$ cat src/hw/rtl/ddt_pkg.sv
// shared types and constants for the dual down-counter timer
// no dependencies
package ddt_pkg;

  localparam int unsigned CMD_W  = 2;
  localparam int unsigned OFF_W  = 3;
  localparam int unsigned DATA_W = 32;

  // commands
  localparam logic [CMD_W-1:0] CMD_TICK  = 2'd0;
  localparam logic [CMD_W-1:0] CMD_READ  = 2'd1;
  localparam logic [CMD_W-1:0] CMD_WRITE = 2'd2;

  // register word offsets
  localparam logic [OFF_W-1:0] OFF_CTRL    = 3'd0;
  localparam logic [OFF_W-1:0] OFF_STATUS  = 3'd1;
  localparam logic [OFF_W-1:0] OFF_RELOAD0 = 3'd4;
  localparam logic [OFF_W-1:0] OFF_VALUE0  = 3'd5;
  localparam logic [OFF_W-1:0] OFF_RELOAD1 = 3'd6;
  localparam logic [OFF_W-1:0] OFF_VALUE1  = 3'd7;

  // control word bit positions
  localparam int unsigned CTRL_EN0      = 0;
  localparam int unsigned CTRL_RLD0     = 1;
  localparam int unsigned CTRL_EN1      = 2;
  localparam int unsigned CTRL_RLD1     = 3;
  localparam int unsigned CTRL_REF0     = 11;
  localparam int unsigned CTRL_REF1     = 12;
  localparam int unsigned CTRL_DIV0_LSB = 19;

  // status word bit positions
  localparam int unsigned STAT_EV0 = 0;
  localparam int unsigned STAT_EV1 = 8;

  // stream word layout
  localparam int unsigned IN_TUSER_W   = CMD_W;
  localparam int unsigned IN_TDATA_W   = 40;
  localparam int unsigned IN_OFF_LSB   = 0;
  localparam int unsigned IN_WDATA_LSB = OFF_W;
  localparam int unsigned IN_REF_BIT   = OFF_W + DATA_W;
  localparam int unsigned OUT_TDATA_W  = 40;
  localparam int unsigned OUT_PAD_W    = OUT_TDATA_W - DATA_W - 1;

  // per-counter control bundle
  typedef struct packed {
    logic tick;      // tick item being processed
    logic ref_tick;  // reference edge during this tick
    logic en;
    logic rld_en;
    logic ref_sel;
  } chan_ctrl_t;

endpackage

$ cat src/hw/rtl/ddt_chan.sv
// one reloading 32-bit down-counter with its reload register
// depends on ddt_pkg
module ddt_chan #(
  parameter int unsigned DIV_BITS = 3
) (
  input  logic                            clk,
  input  logic                            rst_n,
  input  ddt_pkg::chan_ctrl_t             ctrl,
  input  logic [DIV_BITS-1:0]             div,
  input  logic [(2**DIV_BITS)-2:0]        prescale,
  input  logic                            wr_reload,
  input  logic                            wr_count,
  input  logic [ddt_pkg::DATA_W-1:0]      wdata,
  output logic [ddt_pkg::DATA_W-1:0]      count,
  output logic [ddt_pkg::DATA_W-1:0]      reload,
  output logic                            event_set
);

  localparam int unsigned PS_W = (2**DIV_BITS) - 1;

  logic [ddt_pkg::DATA_W-1:0] count_r, count_nxt;
  logic [ddt_pkg::DATA_W-1:0] reload_r, reload_nxt;
  logic qual_div;
  logic qual;
  logic hit;
  logic at_zero;

  // low div bits of the prescaler all ones
  always_comb begin
    qual_div = 1'b1;
    for (int i = 0; i < PS_W; i++) begin
      if (i < int'(div)) begin
        qual_div = qual_div & prescale[i];
      end
    end
  end

  assign qual      = ctrl.ref_sel ? ctrl.ref_tick : qual_div;
  assign hit       = ctrl.tick & ctrl.en & qual;
  assign at_zero   = (count_r == '0);
  assign event_set = hit & at_zero;

  always_comb begin
    reload_nxt = wr_reload ? wdata : reload_r;
    priority if (wr_count) begin
      count_nxt = wdata;
    end else if (hit && at_zero) begin
      count_nxt = ctrl.rld_en ? reload_r : '0;
    end else if (hit) begin
      count_nxt = count_r - ddt_pkg::DATA_W'(1);
    end else begin
      count_nxt = count_r;
    end
  end

  always_ff @(posedge clk) begin
    if (!rst_n) begin
      count_r  <= '0;
      reload_r <= '0;
    end else begin
      count_r  <= count_nxt;
      reload_r <= reload_nxt;
    end
  end

  assign count  = count_r;
  assign reload = reload_r;

endmodule

$ cat src/hw/rtl/ddt_core.sv
// register file, prescaler and event flags around two counters
// depends on ddt_pkg and ddt_chan
module ddt_core #(
  parameter int unsigned DIV_BITS = 3
) (
  input  logic                            clk,
  input  logic                            rst_n,
  input  logic                            fire,
  input  logic [ddt_pkg::CMD_W-1:0]       cmd,
  input  logic [ddt_pkg::OFF_W-1:0]       off,
  input  logic [ddt_pkg::DATA_W-1:0]      wdata,
  input  logic                            ref_tick,
  output logic [ddt_pkg::DATA_W-1:0]      rd_data,
  output logic                            irq_nxt
);

  localparam int unsigned PS_W = (2**DIV_BITS) - 1;
  localparam int unsigned DIV1_LSB = ddt_pkg::CTRL_DIV0_LSB + DIV_BITS;

  logic [ddt_pkg::DATA_W-1:0] control_r, control_nxt;
  logic [1:0]                 events_r, events_nxt;
  logic [PS_W-1:0]            prescale_r, prescale_nxt;

  logic is_tick, is_wr;
  ddt_pkg::chan_ctrl_t ctrl0, ctrl1;
  logic [ddt_pkg::DATA_W-1:0] count0, count1, reload0, reload1;
  logic set0, set1;
  logic [ddt_pkg::DATA_W-1:0] status_word;

  assign is_tick = fire && (cmd == ddt_pkg::CMD_TICK);
  assign is_wr   = fire && (cmd == ddt_pkg::CMD_WRITE);

  always_comb begin
    ctrl0.tick     = is_tick;
    ctrl0.ref_tick = ref_tick;
    ctrl0.en       = control_r[ddt_pkg::CTRL_EN0];
    ctrl0.rld_en   = control_r[ddt_pkg::CTRL_RLD0];
    ctrl0.ref_sel  = control_r[ddt_pkg::CTRL_REF0];
    ctrl1.tick     = is_tick;
    ctrl1.ref_tick = ref_tick;
    ctrl1.en       = control_r[ddt_pkg::CTRL_EN1];
    ctrl1.rld_en   = control_r[ddt_pkg::CTRL_RLD1];
    ctrl1.ref_sel  = control_r[ddt_pkg::CTRL_REF1];
  end

  ddt_chan #(.DIV_BITS(DIV_BITS)) u_chan0 (
    .clk       (clk),
    .rst_n     (rst_n),
    .ctrl      (ctrl0),
    .div       (control_r[ddt_pkg::CTRL_DIV0_LSB +: DIV_BITS]),
    .prescale  (prescale_r),
    .wr_reload (is_wr && (off == ddt_pkg::OFF_RELOAD0)),
    .wr_count  (is_wr && (off == ddt_pkg::OFF_VALUE0)),
    .wdata     (wdata),
    .count     (count0),
    .reload    (reload0),
    .event_set (set0)
  );

  ddt_chan #(.DIV_BITS(DIV_BITS)) u_chan1 (
    .clk       (clk),
    .rst_n     (rst_n),
    .ctrl      (ctrl1),
    .div       (control_r[DIV1_LSB +: DIV_BITS]),
    .prescale  (prescale_r),
    .wr_reload (is_wr && (off == ddt_pkg::OFF_RELOAD1)),
    .wr_count  (is_wr && (off == ddt_pkg::OFF_VALUE1)),
    .wdata     (wdata),
    .count     (count1),
    .reload    (reload1),
    .event_set (set1)
  );

  always_comb begin
    control_nxt  = (is_wr && (off == ddt_pkg::OFF_CTRL)) ? wdata : control_r;
    prescale_nxt = is_tick ? (prescale_r + PS_W'(1)) : prescale_r;
    events_nxt   = events_r | {set1, set0};
    if (is_wr && (off == ddt_pkg::OFF_STATUS)) begin
      // writing zero clears, writing one leaves the flag alone
      if (!wdata[ddt_pkg::STAT_EV0]) begin
        events_nxt[0] = 1'b0;
      end
      if (!wdata[ddt_pkg::STAT_EV1]) begin
        events_nxt[1] = 1'b0;
      end
    end
  end

  always_ff @(posedge clk) begin
    if (!rst_n) begin
      control_r  <= '0;
      events_r   <= '0;
      prescale_r <= '0;
    end else begin
      control_r  <= control_nxt;
      events_r   <= events_nxt;
      prescale_r <= prescale_nxt;
    end
  end

  always_comb begin
    status_word = '0;
    status_word[ddt_pkg::STAT_EV0] = events_r[0];
    status_word[ddt_pkg::STAT_EV1] = events_r[1];
  end

  // read mux; unused offsets read zero
  always_comb begin
    rd_data = '0;
    if (cmd == ddt_pkg::CMD_READ) begin
      unique case (off)
        ddt_pkg::OFF_CTRL:    rd_data = control_r;
        ddt_pkg::OFF_STATUS:  rd_data = status_word;
        ddt_pkg::OFF_RELOAD0: rd_data = reload0;
        ddt_pkg::OFF_VALUE0:  rd_data = count0;
        ddt_pkg::OFF_RELOAD1: rd_data = reload1;
        ddt_pkg::OFF_VALUE1:  rd_data = count1;
        default:              rd_data = '0;
      endcase
    end
  end

  assign irq_nxt = events_nxt[1];

endmodule

$ cat src/hw/rtl/dual_down_timer_regs_unit.sv
// a word accepted on the input passes the input register and then the result register to the output
// throughput: one word per cycle while out_tready is high; each word is applied to the
// registers in one pass between the input register and the result register
// reset: synchronous active-low rst_n clears both stages' valid flags, the control
// word, event flags, prescaler, reload and count registers
// depends on ddt_pkg and ddt_core
module dual_down_timer_regs_unit #(
  parameter int unsigned DIV_BITS = 3  // divider field width, 1 to 6
) (
  input  logic                               clk,
  input  logic                               rst_n,
  // input stream
  input  logic                               in_tvalid,
  output logic                               in_tready,
  input  logic [ddt_pkg::IN_TDATA_W-1:0]     in_tdata,   // reg_offset[2:0], write_data[34:3],
                                                         // ref_tick[35], zero pad [39:36]
  input  logic [ddt_pkg::IN_TUSER_W-1:0]     in_tuser,   // command[1:0]
  // result stream
  output logic                               out_tvalid,
  input  logic                               out_tready,
  output logic [ddt_pkg::OUT_TDATA_W-1:0]    out_tdata   // read_data[31:0], irq[32],
                                                         // zero pad [39:33]
);

  // input register stage
  logic                          s1_valid_r, s1_valid_nxt;
  logic [ddt_pkg::CMD_W-1:0]     s1_cmd_r;
  logic [ddt_pkg::OFF_W-1:0]     s1_off_r;
  logic [ddt_pkg::DATA_W-1:0]    s1_wdata_r;
  logic                          s1_ref_r;

  // result register stage
  logic                          out_valid_r, out_valid_nxt;
  logic [ddt_pkg::DATA_W-1:0]    rd_r;
  logic                          irq_r;

  logic in_fire;
  logic s2_load;   // result register free or being drained
  logic s1_fire;   // word in the input register is applied this cycle
  logic [ddt_pkg::DATA_W-1:0] rd_data;
  logic irq_nxt;

  assign s2_load   = !out_valid_r || out_tready;
  assign s1_fire   = s1_valid_r && s2_load;
  assign in_tready = !s1_valid_r || s2_load;
  assign in_fire   = in_tvalid && in_tready;

  always_comb begin
    priority if (in_fire) begin
      s1_valid_nxt = 1'b1;
    end else if (s1_fire) begin
      s1_valid_nxt = 1'b0;
    end else begin
      s1_valid_nxt = s1_valid_r;
    end
    priority if (s1_fire) begin
      out_valid_nxt = 1'b1;
    end else if (out_tready) begin
      out_valid_nxt = 1'b0;
    end else begin
      out_valid_nxt = out_valid_r;
    end
  end

  always_ff @(posedge clk) begin
    if (!rst_n) begin
      s1_valid_r  <= 1'b0;
      out_valid_r <= 1'b0;
    end else begin
      s1_valid_r  <= s1_valid_nxt;
      out_valid_r <= out_valid_nxt;
    end
  end

  // payload registers, no reset needed
  always_ff @(posedge clk) begin
    if (in_fire) begin
      s1_cmd_r   <= in_tuser;
      s1_off_r   <= in_tdata[ddt_pkg::IN_OFF_LSB +: ddt_pkg::OFF_W];
      s1_wdata_r <= in_tdata[ddt_pkg::IN_WDATA_LSB +: ddt_pkg::DATA_W];
      s1_ref_r   <= in_tdata[ddt_pkg::IN_REF_BIT];
    end
    if (s1_fire) begin
      rd_r  <= rd_data;
      irq_r <= irq_nxt;
    end
  end

  // register file and counters; state commits when the word moves to the result register
  ddt_core #(.DIV_BITS(DIV_BITS)) u_core (
    .clk      (clk),
    .rst_n    (rst_n),
    .fire     (s1_fire),
    .cmd      (s1_cmd_r),
    .off      (s1_off_r),
    .wdata    (s1_wdata_r),
    .ref_tick (s1_ref_r),
    .rd_data  (rd_data),
    .irq_nxt  (irq_nxt)
  );

  assign out_tvalid = out_valid_r;
  assign out_tdata  = {{ddt_pkg::OUT_PAD_W{1'b0}}, irq_r, rd_r};

endmodule

$ cat config.mk
export PLATFORM = sky130hd
export DESIGN_NAME = dual_down_timer_regs_unit
export DESIGN_NICKNAME = d
export VERILOG_FILES = /design/src/hw/rtl/ddt_pkg.sv /design/src/hw/rtl/ddt_chan.sv /design/src/hw/rtl/ddt_core.sv /design/src/hw/rtl/dual_down_timer_regs_unit.sv
export SDC_FILE = /design/constraint.sdc
export NUM_CORES = 1
export LEC_CHECK = 0
export ABC_AREA = 1
export BUFFER_PORTS_ARGS = -buffer_cell sky130_fd_sc_hd__buf_2
export CAP_MARGIN = 20
export CORE_MARGIN = 3
export CORE_UTILIZATION = 45
export DETAILED_ROUTE_END_ITERATION = 6
export GPL_TIMING_DRIVEN = 1
export SKIP_CTS_REPAIR_TIMING = 1
export SYNTH_ARGS = -nofsm -noshare
export SYNTH_HDL_FRONTEND = slang
export SYNTH_HIERARCHICAL = 1
export SYNTH_SLANG_ARGS = --single-unit
$ cat constraint.sdc
create_clock -name clk -period 4.1 [get_ports clk]
set_input_delay 0.205 -clock clk [delete_from_list [all_inputs] [get_ports clk]]
set_output_delay 0.205 -clock clk [all_outputs]
set_load 0.01 [all_outputs]
==> results of run 1 <==
[sequential cells by signal, indices dropped and copies added (netlist names)]
register               count
u_core/u_chan0/reload     32
rd_r                      32
s1_off_r                   3
u_core/u_chan0/count      32
s1_valid_r                 1
s1_cmd_r                   2
s1_ref_r                   1
s1_wdata_r                32
u_core/prescale_r          7
u_core/control_r          32
irq_r                      1
u_core/events_r            2
u_core/u_chan1/reload     32
out_tvalid                 1
u_core/u_chan1/count      32
[cell families (layout without fill, tap and decap cells)]
family,count (synthesis),after routing,synth area share (%)
buf+inv,368,445,11.7
flops,242,242,38.8
fa+ha+maj,3,3,0.262
compound gates,283,283,10.3
xor+xnor,32,32,1.96
other cells,1,7,0.0262
simple gates,1194,1194,36.9
[worst max-delay path, delay by kind of cell, from the launching register on]
kind / cells / cell delay (ns)
flops: 1 / 0.35
simple gates: 4 / 1.34
compound gates: 4 / 0.86
buf+inv: 2 / 0.50
[power by group through the flow]
| stage | registers, mW | logic [mW] | clock network [mW] |
|---|---|---|---|
| floorplan | 2.61 | 0.449 | 0 |
| global placement | 2.65 | 0.592 | 0 |
| detailed placement | 2.65 | 0.601 | 0 |
| CTS | 2.60 | 0.604 | 2.77 |
| global route | 2.60 | 0.710 | 2.86 |
| finish | 2.60 | 0.647 | 2.72 |
[through the flow]
stage	hold WS, ns	power (mW)	cell area (sq um)	util [%]	std cells
finish	0.00328	5.96	16200	52.2	2602
global route	0.0235	6.17	16200	52.2	2602
CTS	-0.207	5.97	15800	51.0	2563
detailed placement	0.383	3.25	14800	47.7	2509
global placement	0.381	3.24	14700	47.5	2507
floorplan	0.304	3.06	14300	-	2129
[metal layers]
layer	part of all wire, %	up-vias	global-route usage (%)
li1	-	7013	-
met1	44	6744	42.7
met2	43	705	46.6
met3	7.8	107	2.96
met4	4.7	0	12.3
met5	0	-	0
[layout make-up]
cell class,count,area (sq um)
tap,396,495
sequential,242,5560
timing repair buffer,152,1100
multi-input combinational,1519,7120
inverter,239,897
clock buffer,39,783
clock inverter,15,226
fill,3142,14800
[cells in the mapped netlist, types with 2 or more instances]
cell,n,share of area [%]
a21boi_0,2,0.10
a21oi_1,76,2.7
a21oi_2,7,0.43
buf_1,3,0.079
buf_12,2,0.28
buf_2,24,0.84
buf_4,25,1.3
buf_6,13,1.0
buf_8,2,0.21
clkbuf_1,57,1.5
clkbuf_8,2,0.19
dfxtp_1,171,24
edfxtp_1,71,15
ha_1,3,0.26
inv_1,233,6.1
inv_2,6,0.16
nand2_1,412,11
nand2_2,12,0.52
nand2_4,2,0.16
nand3_1,227,7.9
nand3_2,2,0.14
nand3_4,2,0.24
nand4_1,109,4.8
nor2_1,392,10
nor2_2,14,0.61
nor2_4,8,0.63
nor2_8,2,0.28
nor3_1,6,0.21
nor3_2,2,0.14
o211a_1,2,0.14
o21ai_0,159,5.6
o21ai_1,32,1.1
o21ai_2,4,0.24
or2_0,2,0.087
xor2_1,32,2.0
[final timing paths]
path / slack, ns / end / start / cells past startpoint
max: 0.91 / u_core/u_chan0/count[22] / s1_valid_r / 10
min: 0.003 / out_tvalid / out_tready / 4
max reg2reg: 0.91 / u_core/u_chan0/count[22] / s1_valid_r / 10
min reg2reg: 0.50 / u_core/events_r[0] / u_core/events_r[0] / 2
==> impl_metrics.py, run 1 <==
metrics = {
    "timing": {
        "finalCriticalPeriod_ns": 3.19,
        "rsz0062_at_grt": "false",
        "setup_violations": 0,
        "relSlewSlack_pct": 32.9,
        "setup_slack_ns": 0.912,
        "worstMarginPinSlew_ns": 1.00,
        "hold_viol_final": 0,
        "final.setup.tns_ns": 0,
        "finClkSkew_ns": 0.0210,
        "min_period_over_period_pct": 77.8,
        "maxSlewViolCount": 0,
        "fmax_mhz": 314,
    },
    "detailed_routing": {
        "drc": 0,
        "wl_per_cell_um": 20.0,
        "num_vias": 14569,
        "drtAntennaViolNets": 0,
        "vias_per_cell": 5.60,
        "drtIter0Drc": 1843,
        "dr.pass1.iters": 6,
        "wirelength_um": 52100,
    },
    "clocking": {
        "clock_sinks": 242,
        "cts_tree": "yes",
        "clkTransAtPathRegs_ns": 0.06,
        "insertion_delay_ns": 0.56,
        "cts-root-buf": "clkbuf_16",
        "cts_buffers": 29,
        "cts_buffer_depth": 3,
        "htreeDepth": 1,
    },
    "floorplan": {
        "die_h_um": 184,
        "fp.dieArea_sq_mm": 0.0340,
        "rows": 64,
        "start_util_pct": 46.2,
        "pin_count": 88,
        "die_w_um": 184,
        "core-area_sq_mm": 0.0310,
    },
    "critical_path": {
        "crit_type": "reg2reg",
        "cp-start-kind": "flop",
        "cp_cell_sequence": "inv_1 > a21oi_4 > nand3_1 > inv_1 > o211a_1 > nand2_2 > nand2_2 > o21ai_0 > a21oi_1 > nor2_1",
        "crit_arrival_ns": 3.63,
        "crit_fanout": 45,
        "slowest_stage": "nand2_2",
        "critPathMaxStageDelay_ns": 0.72,
        "end_kind": "flop",
        "cp.required_ns": 4.54,
    },
    "grt": {
        "grt_first_pass_wirelength_um": 79000,
        "antenna_found_initial": 0,
        "grt_pass1_vias": 13212,
        "track_usage_pct": 30.0,
        "grt-ovfl-total": 0,
        "grt_max_degree": 76,
    },
    "layout": {
        "antenna_cells": 0,
        "drive_gt1_share_pct": 10.2,
        "area_delta_synth_final_pct": 13.1,
        "final_common_cell": "nand2_1",
        "final_cell_mix": "nand2_1, nor2_1, inv_1",
        "num-nets-final": 2232,
    },
    "synthesis": {
        "ys_warn_count": 6,
        "syn_avg_cell_area_sq_um": 6.74,
        "synth_edf_count": 71,
        "synth-main-ff-cell": "dfxtp_1",
        "syn_area_sq_mm": 0.0143,
        "ys_ff_latch": 242,
        "synth-async-reset-ratio_pct": 0,
        "yosysSeqAreaShare_pct": 38.8,
        "syn_inst": 2123,
        "synth_cell_type_count": 40,
    },
    "run": {
        "drv_cap": 0,
    },
    "pwr": {
        "netSwitchingPower_mw": 1.59,
        "peakVddDrop_mv": 0.310,
        "power_density_mw_per_mm2": 369,
        "swShare_pct": 26.6,
        "seqPwrFrac_pct": 43.5,
        "leakage_nw": 7.30,
        "comb_power_share_pct": 10.8,
        "p_int_mw": 4.38,
        "p_clk_share_pct": 45.6,
    },
    "placed_design": {
        "io_buffers": 76,
        "globalplace.congestion": 0.956,
        "hpwl_um": 35400,
        "dp_slack_ns": 0.954,
    },
    "hold_path": {
        "hold_path.class": "in2reg",
    },
    "outcome": {
        "outcome": "finished clean",
    },
}
(Power assumes the default switching activity.)
==> inputs of run 2 (changes only) <==
Clock period 4.1 ns to 3 ns, I/O delays scaled along.
==> impl_metrics.py, run 2 (synthesized netlist as in run 1, its figures left out) <==
metrics = {
    "outcome": {
        "outcome": "finished, violations left",
        "violations": "hold timing",
    },
    "pwr": {
        "p_int_mw": 5.95,
        "peakVddDrop_mv": 0.437,
        "swShare_pct": 26.5,
        "comb_power_share_pct": 10.8,
        "power_density_mw_per_mm2": 498,
        "seqPwrFrac_pct": 43.8,
        "netSwitchingPower_mw": 2.15,
        "p_clk_share_pct": 45.3,
        "leakage_nw": 7.34,
    },
    "clocking": {
        "cts_buffer_depth": 3,
        "cts_tree": "yes",
        "cts_buffers": 29,
        "cts-root-buf": "clkbuf_16",
        "clkTransAtPathRegs_ns": 0.06,
        "htreeDepth": 1,
        "insertion_delay_ns": 0.56,
        "clock_sinks": 242,
    },
    "floorplan": {
        "core-area_sq_mm": 0.0310,
        "die_w_um": 184,
        "pin_count": 88,
        "fp.dieArea_sq_mm": 0.0340,
        "rows": 64,
        "start_util_pct": 46.2,
        "die_h_um": 184,
    },
    "critical_path": {
        "cp.required_ns": 3.42,
        "cp_cell_sequence": "inv_1 > a21oi_4 > nand3_1 > inv_1 > o211a_1 > buf_4 > nand3_4 > nand2_1 > nand2_1 > a21oi_1 > nor2_1",
        "cp-start-kind": "flop",
        "critPathMaxStageDelay_ns": 0.37,
        "reg2regPathDepth": 11,
        "r2r_start": "s1_valid_r",
        "crit_fanout": 27,
        "rrSetupSlack_ns": 0.21,
        "crit_family": "simple AND/OR/NAND/NOR gates",
        "crit_arrival_ns": 3.21,
        "end_kind": "flop",
        "critPathBufInv": 3,
        "r2r_end": "u_core/u_chan0/count[22]",
        "crit_type": "reg2reg",
        "slowest_stage": "nand3_4",
    },
    "layout": {
        "final_common_cell": "nand2_1",
        "drive_gt1_share_pct": 10.6,
        "num-nets-final": 2243,
        "fillers": 3058,
        "final_cell_mix": "nand2_1, nor2_1, inv_1",
        "area_delta_synth_final_pct": 13.5,
        "finish.instance_area_sq_mm": 0.0162,
    },
    "placed_design": {
        "io_buffers": 76,
        "globalplace.congestion": 0.953,
        "placed_area_sq_mm": 0.0148,
        "hpwl_um": 35600,
    },
    "hold_path": {
        "whs_endpoint": "u_core/u_chan0/reload[11]",
        "min_from": "rst_n",
        "hold_path.class": "in2reg",
        "hold-path-cell-count": 3,
    },
    "grt": {
        "grt_max_degree": 98,
        "track_usage_pct": 29.6,
        "grt-ovfl-total": 0,
        "grt_first_pass_wirelength_um": 78300,
        "grt_pass1_vias": 13337,
        "antenna_found_initial": 0,
    },
    "timing": {
        "rsz0062_at_grt": "false",
        "final.setup.tns_ns": 0,
        "relSlewSlack_pct": 41.2,
        "maxSlewViolCount": 0,
        "worstMarginPinSlew_ns": 0.880,
        "setup_violations": 0,
        "fmax_mhz": 359,
        "finalCriticalPeriod_ns": 2.79,
        "min_period_over_period_pct": 92.8,
        "hold_ws_ns": -0.00235,
        "finClkSkew_ns": 0.0147,
        "hold_viol_final": 2,
    },
    "detailed_routing": {
        "wl_per_cell_um": 19.7,
        "dr.pass1.iters": 7,
        "drtIter0Drc": 1443,
        "drc": 0,
        "num_vias": 14597,
        "wirelength_um": 51500,
        "vias_per_cell": 5.59,
        "drtAntennaViolNets": 0,
    },
    "run": {
        "drv_cap": 0,
    },
}
-- run 2: area by class of cell --
type / count / area [sq um] / area share, %
multi-input combinational: 1519 / 7140 / 43.9
sequential: 242 / 5560 / 34.2
timing repair buffer: 163 / 1170 / 7.19
inverter: 239 / 897 / 5.52
clock buffer: 37 / 806 / 4.96
tap: 396 / 495 / 3.05
clock inverter: 16 / 188 / 1.16
antenna: 1 / 2.50 / 0.0154
-- run 2: how the worst max path moves through the flow --
stage | to | cells after the start | from
2_1_floorplan | u_core/u_chan0/count[25] | 11 | out_tvalid
3_3_place_gp | u_core/u_chan0/count[24] | 9 | s1_valid_r
3_5_place_dp | u_core/u_chan0/count[22] | 9 | s1_valid_r
4_1_cts | u_core/u_chan0/count[22] | 9 | s1_valid_r
5_1_grt | u_core/u_chan1/count[22] | 11 | s1_valid_r
6_report | u_core/u_chan0/count[22] | 11 | s1_valid_r
-- run 2: per-stage QoR --
stage | total power [mW] | cells | worst slack (ns) | util [%] | hold slack [ns]
6_report | 8.09 | 2613 | 0.215 | 52.4 | -0.00235
5_1_grt | 8.39 | 2612 | 0.00102 | 52.4 | 0.0202
4_1_cts | 8.09 | 2570 | 0.104 | 51.0 | -0.265
3_5_place_dp | 4.42 | 2517 | 0.132 | 47.8 | 0.328
3_3_place_gp | 4.42 | 2517 | 0.156 | 47.8 | 0.327
2_1_floorplan | 4.18 | 2129 | 0.344 | - | 0.249
-- run 2: power groups by stage --
stage / Sequential (mW) / Combinational, mW / Clock, mW
floorplan: 3.56 / 0.615 / 0
global placement: 3.62 / 0.798 / 0
detailed placement: 3.62 / 0.806 / 0
CTS: 3.55 / 0.811 / 3.73
global route: 3.55 / 0.964 / 3.87
finish: 3.55 / 0.876 / 3.67
-- run 2: worst reg2reg max path: cells and delay by family, from the launching register on --
family / cells / cell delay (ns)
buffers and inverters: 3 / 0.73
flip-flops: 1 / 0.35
AO/OA/AOI/OAI: 3 / 0.65
AND/OR/NAND/NOR: 5 / 0.92
-- run 2: metal layers --
layer | GRT usage [%] | up-vias | wire length (um)
li1 | - | 7024 | -
met1 | 41.2 | 6800 | 22700
met2 | 47.0 | 648 | 23100
met3 | 3.45 | 125 | 3490
met4 | 11.6 | 0 | 2170
met5 | 0 | - | 0
==> inputs of run 3 (changes only) <==
Settings changed: PLACE_DENSITY set to 0.7.
==> impl_metrics.py, run 3 (synthesized netlist as in run 1, its figures left out) <==
metrics = {
    "critical_path": {
        "cp.required_ns": 3.46,
        "rrSetupSlack_ns": 0.22,
        "cp-start-kind": "flop",
        "reg2regPathDepth": 10,
        "r2r_end": "u_core/u_chan0/count[25]",
        "crit_type": "reg2reg",
        "crit_fanout": 9,
        "crit_arrival_ns": 3.24,
        "r2r_start": "s1_valid_r",
        "end_kind": "flop",
    },
    "layout": {
        "finish.instance_area_sq_mm": 0.0162,
        "antenna_cells": 0,
        "num-nets-final": 2242,
        "final_cell_mix": "nand2_1, nor2_1, inv_1",
        "final_common_cell": "nand2_1",
        "area_delta_synth_final_pct": 13.4,
        "drive_gt1_share_pct": 10.5,
    },
    "grt": {
        "grt-ovfl-total": 0,
        "grt_max_degree": 66,
        "grt_first_pass_wirelength_um": 74900,
        "antenna_found_initial": 0,
        "track_usage_pct": 27.9,
        "grt_pass1_vias": 13431,
    },
    "pwr": {
        "comb_power_share_pct": 10.9,
        "leakage_nw": 7.33,
        "netSwitchingPower_mw": 2.13,
        "power_density_mw_per_mm2": 493,
        "swShare_pct": 26.6,
        "peakVddDrop_mv": 0.413,
        "seqPwrFrac_pct": 44.3,
        "p_clk_share_pct": 44.8,
        "p_int_mw": 5.87,
    },
    "clocking": {
        "cts-root-buf": "clkbuf_16",
        "cts_buffers": 28,
        "clkTransAtPathRegs_ns": 0.06,
        "insertion_delay_ns": 0.56,
        "htreeDepth": 1,
        "cts_buffer_depth": 3,
        "cts_tree": "yes",
        "clock_sinks": 242,
    },
    "timing": {
        "relSlewSlack_pct": 45.2,
        "final.setup.tns_ns": 0,
        "finClkSkew_ns": 0.0271,
        "rsz0062_at_grt": "false",
        "maxSlewViolCount": 0,
        "finalCriticalPeriod_ns": 2.78,
        "setup_violations": 0,
        "fmax_mhz": 360,
        "hold_viol_final": 0,
        "min_period_over_period_pct": 92.6,
        "worstMarginPinSlew_ns": 0.821,
    },
    "detailed_routing": {
        "num_vias": 14878,
        "wirelength_um": 49500,
        "drtAntennaViolNets": 0,
        "wl_per_cell_um": 19.0,
        "dr.pass1.iters": 6,
        "drc": 0,
        "vias_per_cell": 5.70,
        "drtIter0Drc": 1778,
    },
    "floorplan": {
        "fp.dieArea_sq_mm": 0.0340,
        "start_util_pct": 46.2,
        "rows": 64,
        "die_w_um": 184,
        "core-area_sq_mm": 0.0310,
        "pin_count": 88,
        "die_h_um": 184,
    },
    "hold_path": {
        "whs_endpoint": "u_core/u_chan0/reload[10]",
        "hold_path.class": "in2reg",
        "min_from": "rst_n",
        "hold-path-cell-count": 3,
    },
    "run": {
        "drv_cap": 0,
    },
    "outcome": {
        "outcome": "finished clean",
    },
    "placed_design": {
        "placed_area_sq_mm": 0.0148,
        "hpwl_um": 34200,
        "io_buffers": 76,
        "globalplace.congestion": 0.971,
    },
}
## run 3: critical path, stage by stage, from the launching register on
cell and delay [ns]:
dfxtp_1 0.35, inv_1 0.08, a21oi_4 0.23, nand3_1 0.23, inv_1 0.34, o211a_1 0.28, nand2_2 0.18, buf_4 0.23
nor2_2 0.50, nand2_1 0.12, a21oi_1 0.13
## run 3: layout make-up
type | instances | area [sq um]
Clock buffer | 36 | 805
Inverter | 239 | 897
Tap cell | 396 | 495
Fill cell | 3070 | 14800
Clock inverter | 16 | 164
Multi-Input combinational cell | 1519 | 7120
Sequential cell | 242 | 5560
Timing Repair Buffer | 163 | 1190
## run 3: stage by stage
step / setup slack (ns) / util (%) / hold WS [ns] / power (mW) / cells
after floorplan: 0.344 / - / 0.249 / 4.18 / 2129
after global placement: 0.355 / 47.7 / 0.326 / 4.40 / 2516
after detailed placement: 0.356 / 47.8 / 0.328 / 4.41 / 2517
after CTS: 0.342 / 51.0 / -0.254 / 7.98 / 2569
after global routing: 0.134 / 52.4 / 0.0170 / 8.27 / 2611
final: 0.221 / 52.4 / 0.00573 / 8.00 / 2611
## run 3: how the worst max path moves through the flow
stage,start,end,slack (ns),cells after the start
2_1_floorplan,out_tvalid,u_core/u_chan0/count[25],0.34,11
3_3_place_gp,s1_valid_r,u_core/u_chan0/count[22],0.36,11
3_5_place_dp,s1_valid_r,u_core/u_chan0/count[24],0.36,11
4_1_cts,s1_valid_r,u_core/u_chan0/count[24],0.34,11
5_1_grt,s1_valid_r,u_core/u_chan0/count[24],0.13,11
6_report,s1_valid_r,u_core/u_chan0/count[25],0.22,10
## run 3: routing by layer
layer	part of all wire (%)	vias to the layer above	track usage [%]
li1	-	7034	-
met5	0	-	0
met3	8.5	140	3.39
met2	44	752	43.1
met4	4.9	0	12.4
met1	42	6952	39.4
## run 3: power groups by stage
stage	registers [mW]	clock network [mW]	logic, mW
final	3.55	3.58	0.871
after global routing	3.55	3.76	0.955
after CTS	3.54	3.63	0.803
after detailed placement	3.61	0	0.798
after global placement	3.62	0	0.788
after floorplan	3.56	0	0.615
